==> config.mk <==
export PLATFORM = sky130hd
export DESIGN_NAME = sm83_alu_flags_top
export DESIGN_NICKNAME = d
export VERILOG_FILES = /design/src/rtl/core/sm83alu_pkg.sv /design/src/rtl/core/sm83_alu_flags_top.sv /design/src/rtl/core/sm83alu_dec.sv /design/src/rtl/core/sm83alu_exe.sv /design/src/rtl/core/sm83alu_flg.sv
export VERILOG_INCLUDE_DIRS = /design/src /design/src/rtl/core
export SDC_FILE = /design/constraint.sdc
export NUM_CORES = 1
export LEC_CHECK = 0
export BUFFER_PORTS_ARGS = -buffer_cell sky130_fd_sc_hd__buf_4
export CORE_MARGIN = 8
export CORE_UTILIZATION = 50
export DETAILED_ROUTE_END_ITERATION = 6
export PLACE_DENSITY = 0.75
export SYNTH_ARGS = -nofsm -noshare
export SYNTH_HDL_FRONTEND = slang
export SYNTH_SLANG_ARGS = --single-unit
export TNS_END_PERCENT = 20
==> constraint.sdc <==
create_clock -name clk -period 4.8 [get_ports clk]
set_clock_uncertainty 0.1 [all_clocks]
set_input_delay 0.24 -clock clk [delete_from_list [all_inputs] [get_ports clk]]
set_output_delay 0.24 -clock clk [all_outputs]
set_load 0.005 [all_outputs]
==> src/rtl/core/sm83_alu_flags_top_macros.svh <==
// ----------------------------------------------------------------------------
// SM83 ALU assertion macros
// Shared concurrent assertion forms for the SM83 ALU pipeline.
// ----------------------------------------------------------------------------
`ifndef SM83_ALU_FLAGS_TOP_MACROS_SVH
`define SM83_ALU_FLAGS_TOP_MACROS_SVH

// Same-cycle implication, disabled during reset.
`define SM83_ASSERT_NOW(label, clk, rst, ante, cons, msg) \
  label: assert property (@(posedge clk) disable iff (rst) (ante) |-> (cons)) else $error(msg);

// Next-cycle implication, disabled during reset.
`define SM83_ASSERT_NEXT(label, clk, rst, ante, cons, msg) \
  label: assert property (@(posedge clk) disable iff (rst) (ante) |=> (cons)) else $error(msg);

`endif

==> src/rtl/core/sm83alu_pkg.sv <==
`timescale 1ns / 1ps
// ----------------------------------------------------------------------------
// SM83 ALU package
// Word types, operation codes and constants shared by the pipeline stages.
// ----------------------------------------------------------------------------
package sm83alu_pkg;

  typedef enum logic [4:0] {
    OP_ADD   = 5'd0,
    OP_ADC   = 5'd1,
    OP_SUB   = 5'd2,
    OP_SBC   = 5'd3,
    OP_AND   = 5'd4,
    OP_XOR   = 5'd5,
    OP_OR    = 5'd6,
    OP_CP    = 5'd7,
    OP_INC   = 5'd8,
    OP_DEC   = 5'd9,
    OP_RLCA  = 5'd10,
    OP_RRCA  = 5'd11,
    OP_RLA   = 5'd12,
    OP_RRA   = 5'd13,
    OP_DAA   = 5'd14,
    OP_CPL   = 5'd15,
    OP_SCF   = 5'd16,
    OP_CCF   = 5'd17,
    OP_CB    = 5'd18,
    OP_ADDHL = 5'd19,
    OP_ADDSP = 5'd20,
    OP_NOP   = 5'd21
  } op_t;

  typedef enum logic [1:0] {
    CB_ROT = 2'd0,
    CB_BIT = 2'd1,
    CB_RES = 2'd2,
    CB_SET = 2'd3
  } cb_grp_t;

  typedef enum logic [2:0] {
    CB_RLC  = 3'd0,
    CB_RRC  = 3'd1,
    CB_RL   = 3'd2,
    CB_RR   = 3'd3,
    CB_SLA  = 3'd4,
    CB_SRA  = 3'd5,
    CB_SWAP = 3'd6,
    CB_SRL  = 3'd7
  } cb_kind_t;

  localparam int unsigned FLAG_Z = 3;
  localparam int unsigned FLAG_N = 2;
  localparam int unsigned FLAG_H = 1;
  localparam int unsigned FLAG_C = 0;

  localparam logic [3:0] NIBBLE_MAX  = 4'hF;
  localparam logic [3:0] BCD_DIGIT   = 4'h9;
  localparam logic [7:0] BCD_MAX     = 8'h99;
  localparam logic [7:0] DAA_LO_ADJ  = 8'h06;
  localparam logic [7:0] DAA_HI_ADJ  = 8'h60;
  localparam logic [7:0] BYTE_ONE    = 8'h01;
  localparam logic [7:0] BYTE_ZERO   = 8'h00;
  localparam logic [15:0] WIDE_ZERO  = 16'h0000;

  typedef struct packed {
    logic [4:0]  mode;
    logic [7:0]  acc;
    logic [7:0]  operand;
    logic [3:0]  flags_in;
    logic [7:0]  cb_code;
    logic [15:0] wide_base;
    logic [15:0] wide_addend;
  } in_word_t;

  typedef struct packed {
    logic [7:0]  result_byte;
    logic [15:0] result_wide;
    logic [3:0]  flags_out;
    logic        write_back;
  } out_word_t;

  // Decoded word leaving the first stage.
  typedef struct packed {
    op_t         op;
    logic [7:0]  acc;
    logic [7:0]  operand;
    logic [3:0]  flags;
    logic        carry_in;
    cb_grp_t     cb_grp;
    cb_kind_t    cb_kind;
    logic [7:0]  cb_mask;
    logic [15:0] wide_base;
    logic [15:0] wide_addend;
  } dec_word_t;

  // Raw results and flag terms leaving the second stage.
  typedef struct packed {
    op_t         op;
    cb_grp_t     cb_grp;
    logic [3:0]  flags;
    logic [7:0]  rb;
    logic [15:0] rw;
    logic [7:0]  zsrc;
    logic        h;
    logic        c;
  } exe_word_t;

endpackage

==> src/rtl/core/sm83_alu_flags_top.sv <==
`timescale 1ns / 1ps
// ----------------------------------------------------------------------------
// SM83 ALU and flag datapath
// Three-stage pipeline for the 8-bit CPU arithmetic, logic, rotate, CB-prefix
// and 16-bit add operations with Z/N/H/C flag generation.
// ----------------------------------------------------------------------------
// The block takes one word per cycle while the output is not stalled and passes
// each word through decode, execute and flag assembly, each stage holding one
// word behind its own register. The output stage is the result register, so
// a stalled result stalls the stages behind it one by one and item_ready only
// falls once all three stages hold a word and result_ready is low. Words come
// out in the order they went in. There is no state across words and no
// configuration.
module sm83_alu_flags_top (
  input  logic                   clk,
  input  logic                   rst,
  input  logic                   item_valid,
  output logic                   item_ready,
  input  sm83alu_pkg::in_word_t  item,
  output logic                   result_valid,
  input  logic                   result_ready,
  output sm83alu_pkg::out_word_t result
);

  `include "sm83_alu_flags_top_macros.svh"

  logic                   s1_valid;
  logic                   s1_ready;
  sm83alu_pkg::dec_word_t s1_word;
  logic                   s2_valid;
  logic                   s2_ready;
  sm83alu_pkg::exe_word_t s2_word;

  sm83alu_dec u_dec (
    .clk       (clk),
    .rst       (rst),
    .in_valid  (item_valid),
    .in_ready  (item_ready),
    .in_word   (item),
    .valid     (s1_valid),
    .out_ready (s1_ready),
    .word      (s1_word)
  );

  sm83alu_exe u_exe (
    .clk       (clk),
    .rst       (rst),
    .in_valid  (s1_valid),
    .in_ready  (s1_ready),
    .in_word   (s1_word),
    .valid     (s2_valid),
    .out_ready (s2_ready),
    .word      (s2_word)
  );

  sm83alu_flg u_flg (
    .clk       (clk),
    .rst       (rst),
    .in_valid  (s2_valid),
    .in_ready  (s2_ready),
    .in_word   (s2_word),
    .valid     (result_valid),
    .out_ready (result_ready),
    .word      (result)
  );

  `SM83_ASSERT_NOW(a_full_stall, clk, rst,
                   s1_valid && s2_valid && result_valid && !result_ready,
                   !item_ready, "pipeline full and stalled but input still ready")

  `SM83_ASSERT_NEXT(a_s1_advance, clk, rst, s1_valid && s1_ready, s2_valid,
                    "decoded word lost between decode and execute")

  `SM83_ASSERT_NEXT(a_s2_advance, clk, rst, s2_valid && s2_ready, result_valid,
                    "executed word lost before the result register")

  `SM83_ASSERT_NOW(a_wide_byte, clk, rst,
                   result_valid && (result.result_wide != 16'h0000),
                   result.result_byte == 8'h00, "wide result with a nonzero byte result")

endmodule

==> src/rtl/core/sm83alu_dec.sv <==
`timescale 1ns / 1ps
// ----------------------------------------------------------------------------
// SM83 ALU decode stage
// Maps the mode to an operation, selects the carry input and decodes the
// CB-prefix byte into group, kind and bit mask.
// ----------------------------------------------------------------------------
module sm83alu_dec (
  input  logic                   clk,
  input  logic                   rst,
  input  logic                   in_valid,
  output logic                   in_ready,
  input  sm83alu_pkg::in_word_t  in_word,
  output logic                   valid,
  input  logic                   out_ready,
  output sm83alu_pkg::dec_word_t word
);

  sm83alu_pkg::dec_word_t word_next;

  assign in_ready = !valid || out_ready;

  always_comb begin
    word_next.acc         = in_word.acc;
    word_next.operand     = in_word.operand;
    word_next.flags       = in_word.flags_in;
    word_next.wide_base   = in_word.wide_base;
    word_next.wide_addend = in_word.wide_addend;
    word_next.cb_grp      = sm83alu_pkg::cb_grp_t'(in_word.cb_code[7:6]);
    word_next.cb_kind     = sm83alu_pkg::cb_kind_t'(in_word.cb_code[5:3]);
    word_next.cb_mask     = sm83alu_pkg::BYTE_ONE << in_word.cb_code[5:3];
    if (in_word.mode > 5'(sm83alu_pkg::OP_ADDSP)) begin
      word_next.op = sm83alu_pkg::OP_NOP;
    end else begin
      word_next.op = sm83alu_pkg::op_t'(in_word.mode);
    end
    word_next.carry_in = in_word.flags_in[sm83alu_pkg::FLAG_C] &&
                         ((word_next.op == sm83alu_pkg::OP_ADC) ||
                          (word_next.op == sm83alu_pkg::OP_SBC));
  end

  always_ff @(posedge clk) begin
    if (rst) begin
      valid <= 1'b0;
    end else if (in_ready) begin
      valid <= in_valid;
    end
  end

  always_ff @(posedge clk) begin
    if (in_ready && in_valid) begin
      word <= word_next;
    end
  end

endmodule

==> src/rtl/core/sm83alu_exe.sv <==
`timescale 1ns / 1ps
// ----------------------------------------------------------------------------
// SM83 ALU execute stage
// Computes the byte and wide results with their half-carry and carry terms.
// ----------------------------------------------------------------------------
module sm83alu_exe (
  input  logic                   clk,
  input  logic                   rst,
  input  logic                   in_valid,
  output logic                   in_ready,
  input  sm83alu_pkg::dec_word_t in_word,
  output logic                   valid,
  input  logic                   out_ready,
  output sm83alu_pkg::exe_word_t word
);

  sm83alu_pkg::exe_word_t word_next;

  assign in_ready = !valid || out_ready;

  always_comb begin
    logic [7:0]  a;
    logic [7:0]  v;
    logic        ci;
    logic        cin;
    logic        hin;
    logic        nin;
    logic [8:0]  sum9;
    logic [4:0]  sum_lo;
    logic [8:0]  dif9;
    logic [4:0]  dif_lo;
    logic [16:0] wsum;
    logic [12:0] wsum_lo;
    logic [15:0] spsum;
    logic [4:0]  sp_lo;
    logic [8:0]  sp_byte;
    logic        daa_lo;
    logic        daa_hi;
    logic [7:0]  daa_adj;

    a       = in_word.acc;
    v       = in_word.operand;
    ci      = in_word.carry_in;
    cin     = in_word.flags[sm83alu_pkg::FLAG_C];
    hin     = in_word.flags[sm83alu_pkg::FLAG_H];
    nin     = in_word.flags[sm83alu_pkg::FLAG_N];
    sum9    = {1'b0, a} + {1'b0, v} + {8'b0, ci};
    sum_lo  = {1'b0, a[3:0]} + {1'b0, v[3:0]} + {4'b0, ci};
    dif9    = {1'b0, a} - {1'b0, v} - {8'b0, ci};
    dif_lo  = {1'b0, a[3:0]} - {1'b0, v[3:0]} - {4'b0, ci};
    wsum    = {1'b0, in_word.wide_base} + {1'b0, in_word.wide_addend};
    wsum_lo = {1'b0, in_word.wide_base[11:0]} + {1'b0, in_word.wide_addend[11:0]};
    spsum   = in_word.wide_base + {{8{v[7]}}, v};
    sp_lo   = {1'b0, in_word.wide_base[3:0]} + {1'b0, v[3:0]};
    sp_byte = {1'b0, in_word.wide_base[7:0]} + {1'b0, v};
    if (nin) begin
      daa_lo = hin;
      daa_hi = cin;
    end else begin
      daa_lo = hin || (a[3:0] > sm83alu_pkg::BCD_DIGIT);
      daa_hi = cin || (a > sm83alu_pkg::BCD_MAX);
    end
    daa_adj = (daa_lo ? sm83alu_pkg::DAA_LO_ADJ : sm83alu_pkg::BYTE_ZERO) |
              (daa_hi ? sm83alu_pkg::DAA_HI_ADJ : sm83alu_pkg::BYTE_ZERO);

    word_next.op     = in_word.op;
    word_next.cb_grp = in_word.cb_grp;
    word_next.flags  = in_word.flags;
    word_next.rb     = a;
    word_next.rw     = sm83alu_pkg::WIDE_ZERO;
    word_next.zsrc   = a;
    word_next.h      = 1'b0;
    word_next.c      = 1'b0;

    case (in_word.op)
      sm83alu_pkg::OP_ADD, sm83alu_pkg::OP_ADC: begin
        word_next.rb = sum9[7:0];
        word_next.h  = sum_lo[4];
        word_next.c  = sum9[8];
      end
      sm83alu_pkg::OP_SUB, sm83alu_pkg::OP_SBC, sm83alu_pkg::OP_CP: begin
        word_next.rb = (in_word.op == sm83alu_pkg::OP_CP) ? a : dif9[7:0];
        word_next.h  = dif_lo[4];
        word_next.c  = dif9[8];
      end
      sm83alu_pkg::OP_AND: word_next.rb = a & v;
      sm83alu_pkg::OP_XOR: word_next.rb = a ^ v;
      sm83alu_pkg::OP_OR:  word_next.rb = a | v;
      sm83alu_pkg::OP_INC: begin
        word_next.rb = v + sm83alu_pkg::BYTE_ONE;
        word_next.h  = (v[3:0] == sm83alu_pkg::NIBBLE_MAX);
      end
      sm83alu_pkg::OP_DEC: begin
        word_next.rb = v - sm83alu_pkg::BYTE_ONE;
        word_next.h  = (v[3:0] == 4'h0);
      end
      sm83alu_pkg::OP_RLCA: begin
        word_next.rb = {a[6:0], a[7]};
        word_next.c  = a[7];
      end
      sm83alu_pkg::OP_RRCA: begin
        word_next.rb = {a[0], a[7:1]};
        word_next.c  = a[0];
      end
      sm83alu_pkg::OP_RLA: begin
        word_next.rb = {a[6:0], cin};
        word_next.c  = a[7];
      end
      sm83alu_pkg::OP_RRA: begin
        word_next.rb = {cin, a[7:1]};
        word_next.c  = a[0];
      end
      sm83alu_pkg::OP_DAA: begin
        word_next.rb = nin ? (a - daa_adj) : (a + daa_adj);
        word_next.c  = daa_hi;
      end
      sm83alu_pkg::OP_CPL: word_next.rb = ~a;
      sm83alu_pkg::OP_CB: begin
        case (in_word.cb_grp)
          sm83alu_pkg::CB_ROT: begin
            case (in_word.cb_kind)
              sm83alu_pkg::CB_RLC: begin
                word_next.rb = {v[6:0], v[7]};
                word_next.c  = v[7];
              end
              sm83alu_pkg::CB_RRC: begin
                word_next.rb = {v[0], v[7:1]};
                word_next.c  = v[0];
              end
              sm83alu_pkg::CB_RL: begin
                word_next.rb = {v[6:0], cin};
                word_next.c  = v[7];
              end
              sm83alu_pkg::CB_RR: begin
                word_next.rb = {cin, v[7:1]};
                word_next.c  = v[0];
              end
              sm83alu_pkg::CB_SLA: begin
                word_next.rb = {v[6:0], 1'b0};
                word_next.c  = v[7];
              end
              sm83alu_pkg::CB_SRA: begin
                word_next.rb = {v[7], v[7:1]};
                word_next.c  = v[0];
              end
              sm83alu_pkg::CB_SWAP: word_next.rb = {v[3:0], v[7:4]};
              default: begin
                word_next.rb = {1'b0, v[7:1]};
                word_next.c  = v[0];
              end
            endcase
          end
          sm83alu_pkg::CB_BIT: word_next.rb = v;
          sm83alu_pkg::CB_RES: word_next.rb = v & ~in_word.cb_mask;
          default:             word_next.rb = v | in_word.cb_mask;
        endcase
      end
      sm83alu_pkg::OP_ADDHL: begin
        word_next.rb = sm83alu_pkg::BYTE_ZERO;
        word_next.rw = wsum[15:0];
        word_next.h  = wsum_lo[12];
        word_next.c  = wsum[16];
      end
      sm83alu_pkg::OP_ADDSP: begin
        word_next.rb = sm83alu_pkg::BYTE_ZERO;
        word_next.rw = spsum;
        word_next.h  = sp_lo[4];
        word_next.c  = sp_byte[8];
      end
      default: word_next.rb = a;
    endcase

    if (in_word.op == sm83alu_pkg::OP_SUB || in_word.op == sm83alu_pkg::OP_SBC ||
        in_word.op == sm83alu_pkg::OP_CP) begin
      word_next.zsrc = dif9[7:0];
    end else if (in_word.op == sm83alu_pkg::OP_CB &&
                 in_word.cb_grp == sm83alu_pkg::CB_BIT) begin
      word_next.zsrc = v & in_word.cb_mask;
    end else begin
      word_next.zsrc = word_next.rb;
    end
  end

  always_ff @(posedge clk) begin
    if (rst) begin
      valid <= 1'b0;
    end else if (in_ready) begin
      valid <= in_valid;
    end
  end

  always_ff @(posedge clk) begin
    if (in_ready && in_valid) begin
      word <= word_next;
    end
  end

endmodule

==> src/rtl/core/sm83alu_flg.sv <==
`timescale 1ns / 1ps
// ----------------------------------------------------------------------------
// SM83 ALU flag stage
// Detects a zero result, assembles the new flags and holds the output word.
// ----------------------------------------------------------------------------
module sm83alu_flg (
  input  logic                   clk,
  input  logic                   rst,
  input  logic                   in_valid,
  output logic                   in_ready,
  input  sm83alu_pkg::exe_word_t in_word,
  output logic                   valid,
  input  logic                   out_ready,
  output sm83alu_pkg::out_word_t word
);

  sm83alu_pkg::out_word_t word_next;

  assign in_ready = !valid || out_ready;

  always_comb begin
    logic z;
    logic zin;
    logic nin;
    logic cin;
    logic [3:0] fin;

    fin = in_word.flags;
    z   = (in_word.zsrc == sm83alu_pkg::BYTE_ZERO);
    zin = fin[sm83alu_pkg::FLAG_Z];
    nin = fin[sm83alu_pkg::FLAG_N];
    cin = fin[sm83alu_pkg::FLAG_C];

    word_next.result_byte = in_word.rb;
    word_next.result_wide = in_word.rw;
    word_next.write_back  = 1'b1;

    case (in_word.op)
      sm83alu_pkg::OP_ADD, sm83alu_pkg::OP_ADC:
        word_next.flags_out = {z, 1'b0, in_word.h, in_word.c};
      sm83alu_pkg::OP_SUB, sm83alu_pkg::OP_SBC:
        word_next.flags_out = {z, 1'b1, in_word.h, in_word.c};
      sm83alu_pkg::OP_CP: begin
        word_next.flags_out  = {z, 1'b1, in_word.h, in_word.c};
        word_next.write_back = 1'b0;
      end
      sm83alu_pkg::OP_AND:
        word_next.flags_out = {z, 1'b0, 1'b1, 1'b0};
      sm83alu_pkg::OP_XOR, sm83alu_pkg::OP_OR:
        word_next.flags_out = {z, 1'b0, 1'b0, 1'b0};
      sm83alu_pkg::OP_INC:
        word_next.flags_out = {z, 1'b0, in_word.h, cin};
      sm83alu_pkg::OP_DEC:
        word_next.flags_out = {z, 1'b1, in_word.h, cin};
      sm83alu_pkg::OP_RLCA, sm83alu_pkg::OP_RRCA, sm83alu_pkg::OP_RLA,
      sm83alu_pkg::OP_RRA:
        word_next.flags_out = {1'b0, 1'b0, 1'b0, in_word.c};
      sm83alu_pkg::OP_DAA:
        word_next.flags_out = {z, nin, 1'b0, in_word.c};
      sm83alu_pkg::OP_CPL:
        word_next.flags_out = {zin, 1'b1, 1'b1, cin};
      sm83alu_pkg::OP_SCF:
        word_next.flags_out = {zin, 1'b0, 1'b0, 1'b1};
      sm83alu_pkg::OP_CCF:
        word_next.flags_out = {zin, 1'b0, 1'b0, !cin};
      sm83alu_pkg::OP_CB: begin
        case (in_word.cb_grp)
          sm83alu_pkg::CB_ROT: word_next.flags_out = {z, 1'b0, 1'b0, in_word.c};
          sm83alu_pkg::CB_BIT: begin
            word_next.flags_out  = {z, 1'b0, 1'b1, cin};
            word_next.write_back = 1'b0;
          end
          default: word_next.flags_out = fin;
        endcase
      end
      sm83alu_pkg::OP_ADDHL:
        word_next.flags_out = {zin, 1'b0, in_word.h, in_word.c};
      sm83alu_pkg::OP_ADDSP:
        word_next.flags_out = {1'b0, 1'b0, in_word.h, in_word.c};
      default: begin
        word_next.flags_out  = fin;
        word_next.write_back = 1'b0;
      end
    endcase
  end

  always_ff @(posedge clk) begin
    if (rst) begin
      valid <= 1'b0;
    end else if (in_ready) begin
      valid <= in_valid;
    end
  end

  always_ff @(posedge clk) begin
    if (in_ready && in_valid) begin
      word <= word_next;
    end
  end

endmodule

* Yosys cells after proc, flatten, opt, wreduce, memory -nomap -nowiden *
Index checks and enable logic that the tools add are counted.

storage, ports and cells
  bits in read-only memories = 0
  flip-flop bits (word level) = 148
  bits in latches = 0
  memories = 0
  bits of input ports = 69
  memory bits (writable) = 0

operators by class
  add/sub/neg operators = 17
  reduce and logical (&&, ||, !) cells = 35
  div/mod/pow operators = 0
  bitwise gates (word level) = 9
  shift-type cells = 1
  multiplexer cells = 21
  $mul = 0
  order comparisons = 3
  eq/ne operators = 50

operator list
  kind                                                             number
  8-bit one-hot mux with 15 select lines                           1
  5-bit by 4-bit == test with 1-bit output, second input constant  16
  4-bit one-hot mux with 14 select lines                           1
  8-bit one-hot mux with 7 select lines                            1
  5-bit by 3-bit == test with 1-bit output, second input constant  8
  5-bit == test, second input constant                             8
  8-bit two-way mux                                                4
  16-bit one-hot mux with 2 select lines                           1
  5-bit by 2-bit == test with 1-bit output, second input constant  5
  8-bit bitwise AND                                                3
  8-bit OR                                                         3
  8-bit one-hot mux with 3 select lines                            1
  19-bit OR reduction                                              1
  8-bit by 8-bit adder with 9-bit output                           2
  16-bit by 16-bit adder with 17-bit output                        1
  16-bit adder                                                     1
  8-bit NOT                                                        2
  5-bit by 1-bit == test with 1-bit output, second input constant  3
  12-bit by 12-bit adder with 13-bit output                        1
  2-bit OR reduction                                               6
  4-bit by 4-bit adder with 5-bit output                           2
  5-bit zero test                                                  2
  9-bit by 1-bit adder with 9-bit output                           1
  3-bit == test, second input constant                             3
  36 further kinds                                                 59

* Longest topological paths before layout *
Gate-level depths: netlist (run 1).

  depth after elaboration = 10
  mapped depth = 13

* By module *
A second synthesis (run 1) with hierarchy kept.

second synthesis, totals
  cell total of the unflattened synthesis = 905
  area total of the unflattened synthesis = 9,666.8 um2

by module, submodules not included
  module       cells each  area an instance (um2)  instances
  sm83alu_exe  696         6,000.8                 1
  sm83alu_dec  95          2,294.7                 1
  sm83alu_flg  114         1,371.3                 1

* Worst setup path after synthesis (run 1) *
OpenSTA, ideal clock, no wires.

  kind = register to register
  start point = register u_dec.valid
  end point = register u_dec.word[0] (netlist bit) (enable)
  arrival time = 4.205 ns
  setup time = 0.543 ns
  slack = -0.047 ns
  stages on the path, launching flop included = 2
  path buffers = 0
  cells stage by stage = dfxtp_1 -> a31oi_1

on the way
  cells in the longest elaborated chain, start to end = 3

ends and longest elaborated chain
  what                      line               source
  start: declaration        sm83alu_dec.sv:13  output logic valid,
  start signal: assignment  sm83alu_dec.sv:45  valid <= in_valid;
  1-bit zero test           sm83alu_dec.sv:20  assign in_ready = !valid || out_ready;
  1-bit logical OR          sm83alu_dec.sv:20
  1-bit logical AND         sm83alu_dec.sv:50  if (in_ready && in_valid) begin
  end signal: assignment    sm83alu_dec.sv:51  word <= word_next;
  end: declaration          sm83alu_dec.sv:15  output sm83alu_pkg::dec_word_t word

No other way between the ends.
A chain may end at the register's enable or synchronous reset.

==> run summary, run 1 <==
outcome = finished, violations left
failing checks = DRC
ys async rst share = 0%
Final Hold Fails = 0
largest family of logic cells by synthesized area = compound AO/OA/AOI/OAI gates
Post-Place Worst Slack = 1.25 ns
Yosys top cell area share = 45.8%
placed cell areas = 10,500 µm²
Synth-to-Final Area Change = 22.9%
die width = 154 µm
worst vdd ir = 195 µV
Layout Utilization = 62.5%
final setup violation count = 0
Worst-Skew Late Latency = 0.43 ns
Initial Util = 50.8%
largest net degree at the start of global routing = 72
Yosys warnings = 0
Hold Path Class = in -> reg
Avg WL per Cell = 21.0 µm
DRT iter0 DRCs = 783
first-pass GRT wire length = 42.8 mm
cell area after layout = 11,700 µm²
Seq/Total Area, Yosys = 46.4%
number of enable flip-flop cells after synthesis = 145
Worst Setup End Kind = register
Post-Syn Instances = 898
most used cell along the critical path = buf_4
via count = 7,846
Clock Tree Buf Depth = 2
worst-path cell chain = buf_4, nor2b_1, buf_4, and3_1, ha_1, a21o_1, a21oi_1, o21ai_1, o41ai_1, xnor2_1, o22ai_1, a211oi_1, a31oi_1
worst slew pin tran = 1.05 ns
mux cell area share after synthesis = 2.88%
Clock Tree Root = clkbuf_16
vias in the first global route = 7,686
Total Routing Usage GR = 23.2%
# IOs = 100
layout cells sized above 1 = 15.0%
RSZ-0062 raised after global routing = no
CP max stage delay = 0.43 ns
Setup TNS Final = 0 ns
grt total ovfl = 0
DRT antenna net count = 0
crit path DAT = 3.68 ns
vias per std cell = 6.05
crit path buf inv count = 2
Worst Hold Path Cells = 2
relative slew slack = 30.0%
LEAKAGE = 0.00468 µW
R2R depth = 13
row cnt = 50
Nets = 1,201
worst setup margin = 1.17 ns
Synth area leader = edfxtp_1
cts repair resizes = 0
synth unique cells = 80
adder and majority cell fraction of the synthesized area = 11.5%
number of CTS-inserted buffers = 17
PwrDens = 340 nW/µm²
Worst path depth = 13
mapped cell area = 9510 µm²
syn_area_per_cell = 10.6 µm²
Total Die Area = 23,700 µm²
drt drc = 8
antenna cells = 0
kind of critical path = reg -> reg
Synth Area in Compound Gates = 18.4%
drt total wl = 27.2 mm
DP HPWL = 19.4 mm
Max Clock Freq = 275 MHz
Tcrit/Tclk final = 75.6%
number of H-tree levels = 4
Worst path slowest cell = and3_1
Port-buffer cells = 96
syn nets = 1,050
clk slew on worst S/H paths = 0.06 ns
CTS Sinks = 148
Die Height = 154 µm
Yosys reg bits = 148
synth top area cells = edfxtp_1 46%, ha_1 10%, a21oi_1 3.2%
element type at the critical path start = register
crit path time final = 3.63 ns
CTS tree = yes
Synth Area in XOR/XNOR = 5.07%
worst-path maximum fanout = 17
commonest non-fill, non-tap cell in the layout = edfxtp_1
Slew Viols, Final = 0
antenna violations before repair = 0
worst path required time = 4.85 ns
Placeable Area = 18,700 µm²
Max-Cap Viols = 0
drt pass-1 iters = 7
CP top delay family = compound AO/OA/AOI/OAI gates
Synth Area in Simple Gates = 12.1%
Top FF cell, synth = edfxtp_1
RD Place Congestion = 1.01
most frequent cells in the layout = 145 x edfxtp_1, 108 x buf_4, 76 x ha_1
==> synth_stat cells (5+ instances only) <==
cell and number:
edfxtp_1 145, ha_1 76, nor2_1 64, nand2_1 63, a21oi_1 60, inv_1 45
o21ai_0 41, xnor2_1 33, o22ai_1 27, mux2i_1 24, a21o_1 22, clkbuf_1 22
xor2_1 22, nand3_1 19, nor3_1 18, a31oi_1 13, and3_1 12, o21ai_1 10
nand2b_1 9, nor2b_1 9, a211oi_1 8, buf_2 8, o31ai_1 8, or3_1 8
a221oi_1 7, fa_1 7, o21a_1 7, nor3b_1 6, o211ai_1 6, o21bai_1 6
o221ai_1 6, nor4_1 5
==> registers in the layout (all words and copies together) (netlist names) <==
register and flops:
u_exe.valid 1, u_dec.word 71, u_flg.valid 1, u_exe.word 45
u_dec.valid 1, u_flg.word 29
==> power breakdown <==
| group | internal [µW] | total (µW) | switching (µW) |
|---|---|---|---|
| sequential | 1530 | 1620 | 91.7 |
| clock | 838 | 1380 | 542 |
| combinational | 423 | 969 | 546 |
==> kinds of logic (layout without fill, tap and decap cells) <==
logic type | Yosys count | after routing
AO/OA/AOI/OAI | 265 | 265
AND/OR/NAND/NOR | 236 | 236
flip-flops | 148 | 148
buffers and inverters | 84 | 248
adder cells (fa/ha/maj) | 83 | 83
XOR/XNOR | 55 | 55
multiplexers | 27 | 27
==> final timing paths <==
kind | startpoint | end | slack [ns]
setup / recovery | u_dec.word[70] | u_exe.word[9] | 1.17
setup reg to reg | u_dec.word[70] | u_exe.word[9] | 1.17
hold / removal | item[61] | u_dec.word[67] | 0.02
hold reg to reg | u_exe.word[26] | u_flg.word[21] | 0.32
==> area by class of cell <==
type / count / area (µm²)
fillers: 1476 / 7020
multi-input cells: 666 / 4780
flip-flops and latches: 148 / 4410
repair buffers: 167 / 1400
clock buffers: 19 / 443
well taps: 234 / 293
inverters: 49 / 184
clock inverters: 13 / 170
==> metal layers <==
layer / track usage [%] / wire [µm] / share of wire (%) / vias to the layer above
met5: 0 / 0 / 0 / -
met2: 37.1 / 12700 / 47 / 407
li1: - / - / - / 3713
met3: 5.24 / 2280 / 8.4 / 47
met4: 7.65 / 535 / 2.0 / 0
met1: 30.6 / 11700 / 43 / 3679
==> stage by stage <==
stage / power (µW) / cells / hold slack [ns]
CTS: 3960 / 1296 / 0.00436
global placement: 2530 / 1205 / 0.302
detailed placement: 2550 / 1205 / 0.305
floorplan: 2270 / 898 / 0.209
global route: 4140 / 1296 / 0.00727
finish: 3970 / 1296 / 0.0196
==> timing repair <==
action                                 4_1_cts  5_1_grt
endpoints found under the hold margin       61        0
hold buffers                                59        0
buffers inserted                             0        0
Power figures use the tool's default switching activity.
==> run 2: changes to the inputs <==
==> constraint.sdc (replaced) <==
create_clock -name clk -period 2.95 [get_ports clk]
set_clock_uncertainty 0.1 [all_clocks]
set_input_delay 0.1475 -clock clk [delete_from_list [all_inputs] [get_ports clk]]
set_output_delay 0.1475 -clock clk [all_outputs]
set_load 0.005 [all_outputs]
==> run 2 against run 1 <==
Net effect: the run ends with setup timing left; die area unchanged; worst setup slack got worse by 1.2 ns; register-to-register slack got worse by 1.2 ns; worst hold slack improved by 0.017 ns; first-iteration DRC count increased by 0.64%; sequential power increased by 60%; count of clock-buffer cells in the layout unchanged; largest power group unchanged; highest routed layer unchanged.
==> run summary, run 2 (synthesized netlist as in run 1, its figures left out) <==
multi-input logic area = 4950 µm² (was 4780 µm²)
drt total wl = 30.0 mm (was 27.2 mm)
Total Die Area = 23,700 µm² (unchanged)
Setup TNS Final = -0.163 ns (was 0 ns)
largest net degree at the start of global routing = 72 (unchanged)
worst slew pin tran = 0.988 ns (was 1.05 ns)
row cnt = 50 (unchanged)
vias per std cell = 5.99 (was 6.05)
Final Hold Fails = 0 (unchanged)
antenna violations before repair = 0 (unchanged)
fillcell total = 1,362 (was 1,476)
worst vdd ir = 403 µV (was 195 µV)
worst setup margin = -0.0546 ns (was 1.17 ns)
drt drc = 0 (was 8)
die width = 154 µm (unchanged)
layout cells sized above 1 = 25.0% (was 15.0%)
Fin Hold WS = 0.0369 ns (was 0.0196 ns)
vias in the first global route = 8,113 (was 7,686)
Biggest register = u_dec.word (unchanged)
Clock Tree Root = clkbuf_16 (unchanged)
commonest non-fill, non-tap cell in the layout = buf_4 (was edfxtp_1)
Non-Filler Instances = 1,399 (was 1,296)
kind of critical path = reg -> reg (unchanged)
relative slew slack = 34.1% (was 30.0%)
Tcrit/Tclk final = 102% (was 75.6%)
worst path required time = 3.01 ns (was 4.85 ns)
grt total ovfl = 0 (unchanged)
crit path DAT = 3.07 ns (was 3.68 ns)
first-pass GRT wire length = 45.7 mm (was 42.8 mm)
number of CTS-inserted buffers = 17 (unchanged)
CTS Sinks = 148 (unchanged)
register area = 4410 µm² (unchanged)
DP HPWL = 21.3 mm (was 19.4 mm)
worst-path maximum fanout = 4 (was 17)
Total Routing Usage GR = 24.9% (was 23.2%)
crit path time final = 3.00 ns (was 3.63 ns)
Worst-Skew Late Latency = 0.43 ns (about the same)
final setup violation count = 5 (was 0)
placed cell count = 1,293 (was 1,205)
failing checks = setup timing (was DRC)
element type at the critical path start = register (unchanged)
DRT antenna net count = 0 (unchanged)
Max-Cap Viols = 0 (unchanged)
r2r setup slk = -0.05 ns (was 1.17 ns)
Initial Util = 50.8% (unchanged)
clk slew on worst S/H paths = 0.06 ns (about the same)
Nets = 1,304 (was 1,201)
Largest register FFs = 71 (unchanged)
Critical Path Start = u_dec.word[61] (was u_dec.word[70])
number of H-tree levels = 4 (unchanged)
Worst Setup End Kind = register (unchanged)
antenna cells = 0 (unchanged)
via count = 8,376 (was 7,846)
Avg WL per Cell = 21.5 µm (was 21.0 µm)
Max Clock Freq = 333 MHz (was 275 MHz)
Placeable Area = 18,700 µm² (unchanged)
Port-buffer cells = 96 (unchanged)
Die Height = 154 µm (unchanged)
outcome = finished, violations left (unchanged)
most frequent cells in the layout = 203 x buf_4, 145 x edfxtp_1, 74 x ha_1 (was 145 x edfxtp_1, 108 x buf_4, 76 x ha_1)
drt pass-1 iters = 6 (was 7)
PwrDens = 538 nW/µm² (was 340 nW/µm²)
RR Startpoint = u_dec.word[61] (was u_dec.word[70])
min-delay src = result_ready (was item[61])
Hold Path Class = in -> reg (unchanged)
RD Place Congestion = 0.983 (was 1.01)
Slew Viols, Final = 0 (unchanged)
Top Registers = u_dec.word x71, u_exe.word x45, u_flg.word x29 (unchanged)
RSZ-0062 raised after global routing = yes (was no)
total power = 6810 µW (was 3970 µW)
CTS tree = yes (unchanged)
Clock Tree Buf Depth = 2 (unchanged)
LEAKAGE = 0.00522 µW (was 0.00468 µW)
Synth-to-Final Area Change = 33.1% (was 22.9%)
DRT iter0 DRCs = 788 (was 783)
# IOs = 100 (unchanged)
[run 2: final cells by class]
class | instances | share of cell area (%)
clock buffers | 19 | 3.42
clock inverters | 13 | 1.37
inverters | 49 | 1.45
multi-input cells | 666 | 39.1
flip-flops and latches | 148 | 34.9
well taps | 234 | 2.31
repair buffers | 270 | 17.4
[run 2: power by group]
part,internal [µW],switching [µW],leakage [µW]
sequential,2490,116,0.00137
clock,1350,898,0.000290
combinational,931,1030,0.00355
total,4770,2050,0.00522
[run 2: critical path: stages, from the launching register on]
cell and delay, ns:
edfxtp_1 0.49, o21ai_2 0.13, o211ai_1 0.21, a31oi_1 0.14, ha_1 0.32, nand2_1 0.07, o21ai_0 0.08, ha_1 0.33
or3_1 0.36, nand3_1 0.12, nand4_1 0.14, a41o_1 0.25
[run 2: path summary, 6_finish.rpt]
path	end	depth (start not counted)
max reg2reg	u_exe.word[7]	11
max	u_exe.word[7]	11
min	u_flg.valid	4
min reg2reg	u_flg.word[15]	0
[run 2: routing by layer]
metal | vias up | part of all wire [%] | track usage (%)
met5 | - | 0 | 0
met3 | 53 | 7.3 | 4.65
met2 | 367 | 48 | 40.7
met4 | 0 | 2.7 | 9.05
met1 | 4047 | 42 | 32.7
li1 | 3909 | - | -
[run 2: repair_timing]
| action | in CTS | in global routing |
|---|---|---|
| gates resized for setup | 12 | 28 |
| endpoints found under the setup margin | 13 | 18 |
| buffers inserted | 1 | 8 |
| endpoints found under the hold margin | 72 | 0 |
| hold buffers | 65 | 0 |
| pin swaps | 3 | 19 |
[run 2: stage by stage]
| stage | utilization (%) | setup slack [ns] | cell area (µm²) |
|---|---|---|---|
| floorplan | - | -0.297 | 9520 |
| global placement | 59.7 | -0.0414 | 11200 |
| detailed placement | 59.7 | -0.121 | 11200 |
| CTS | 66.7 | -0.0531 | 12500 |
| global route | 67.6 | -0.175 | 12700 |
| finish | 67.6 | -0.0546 | 12700 |
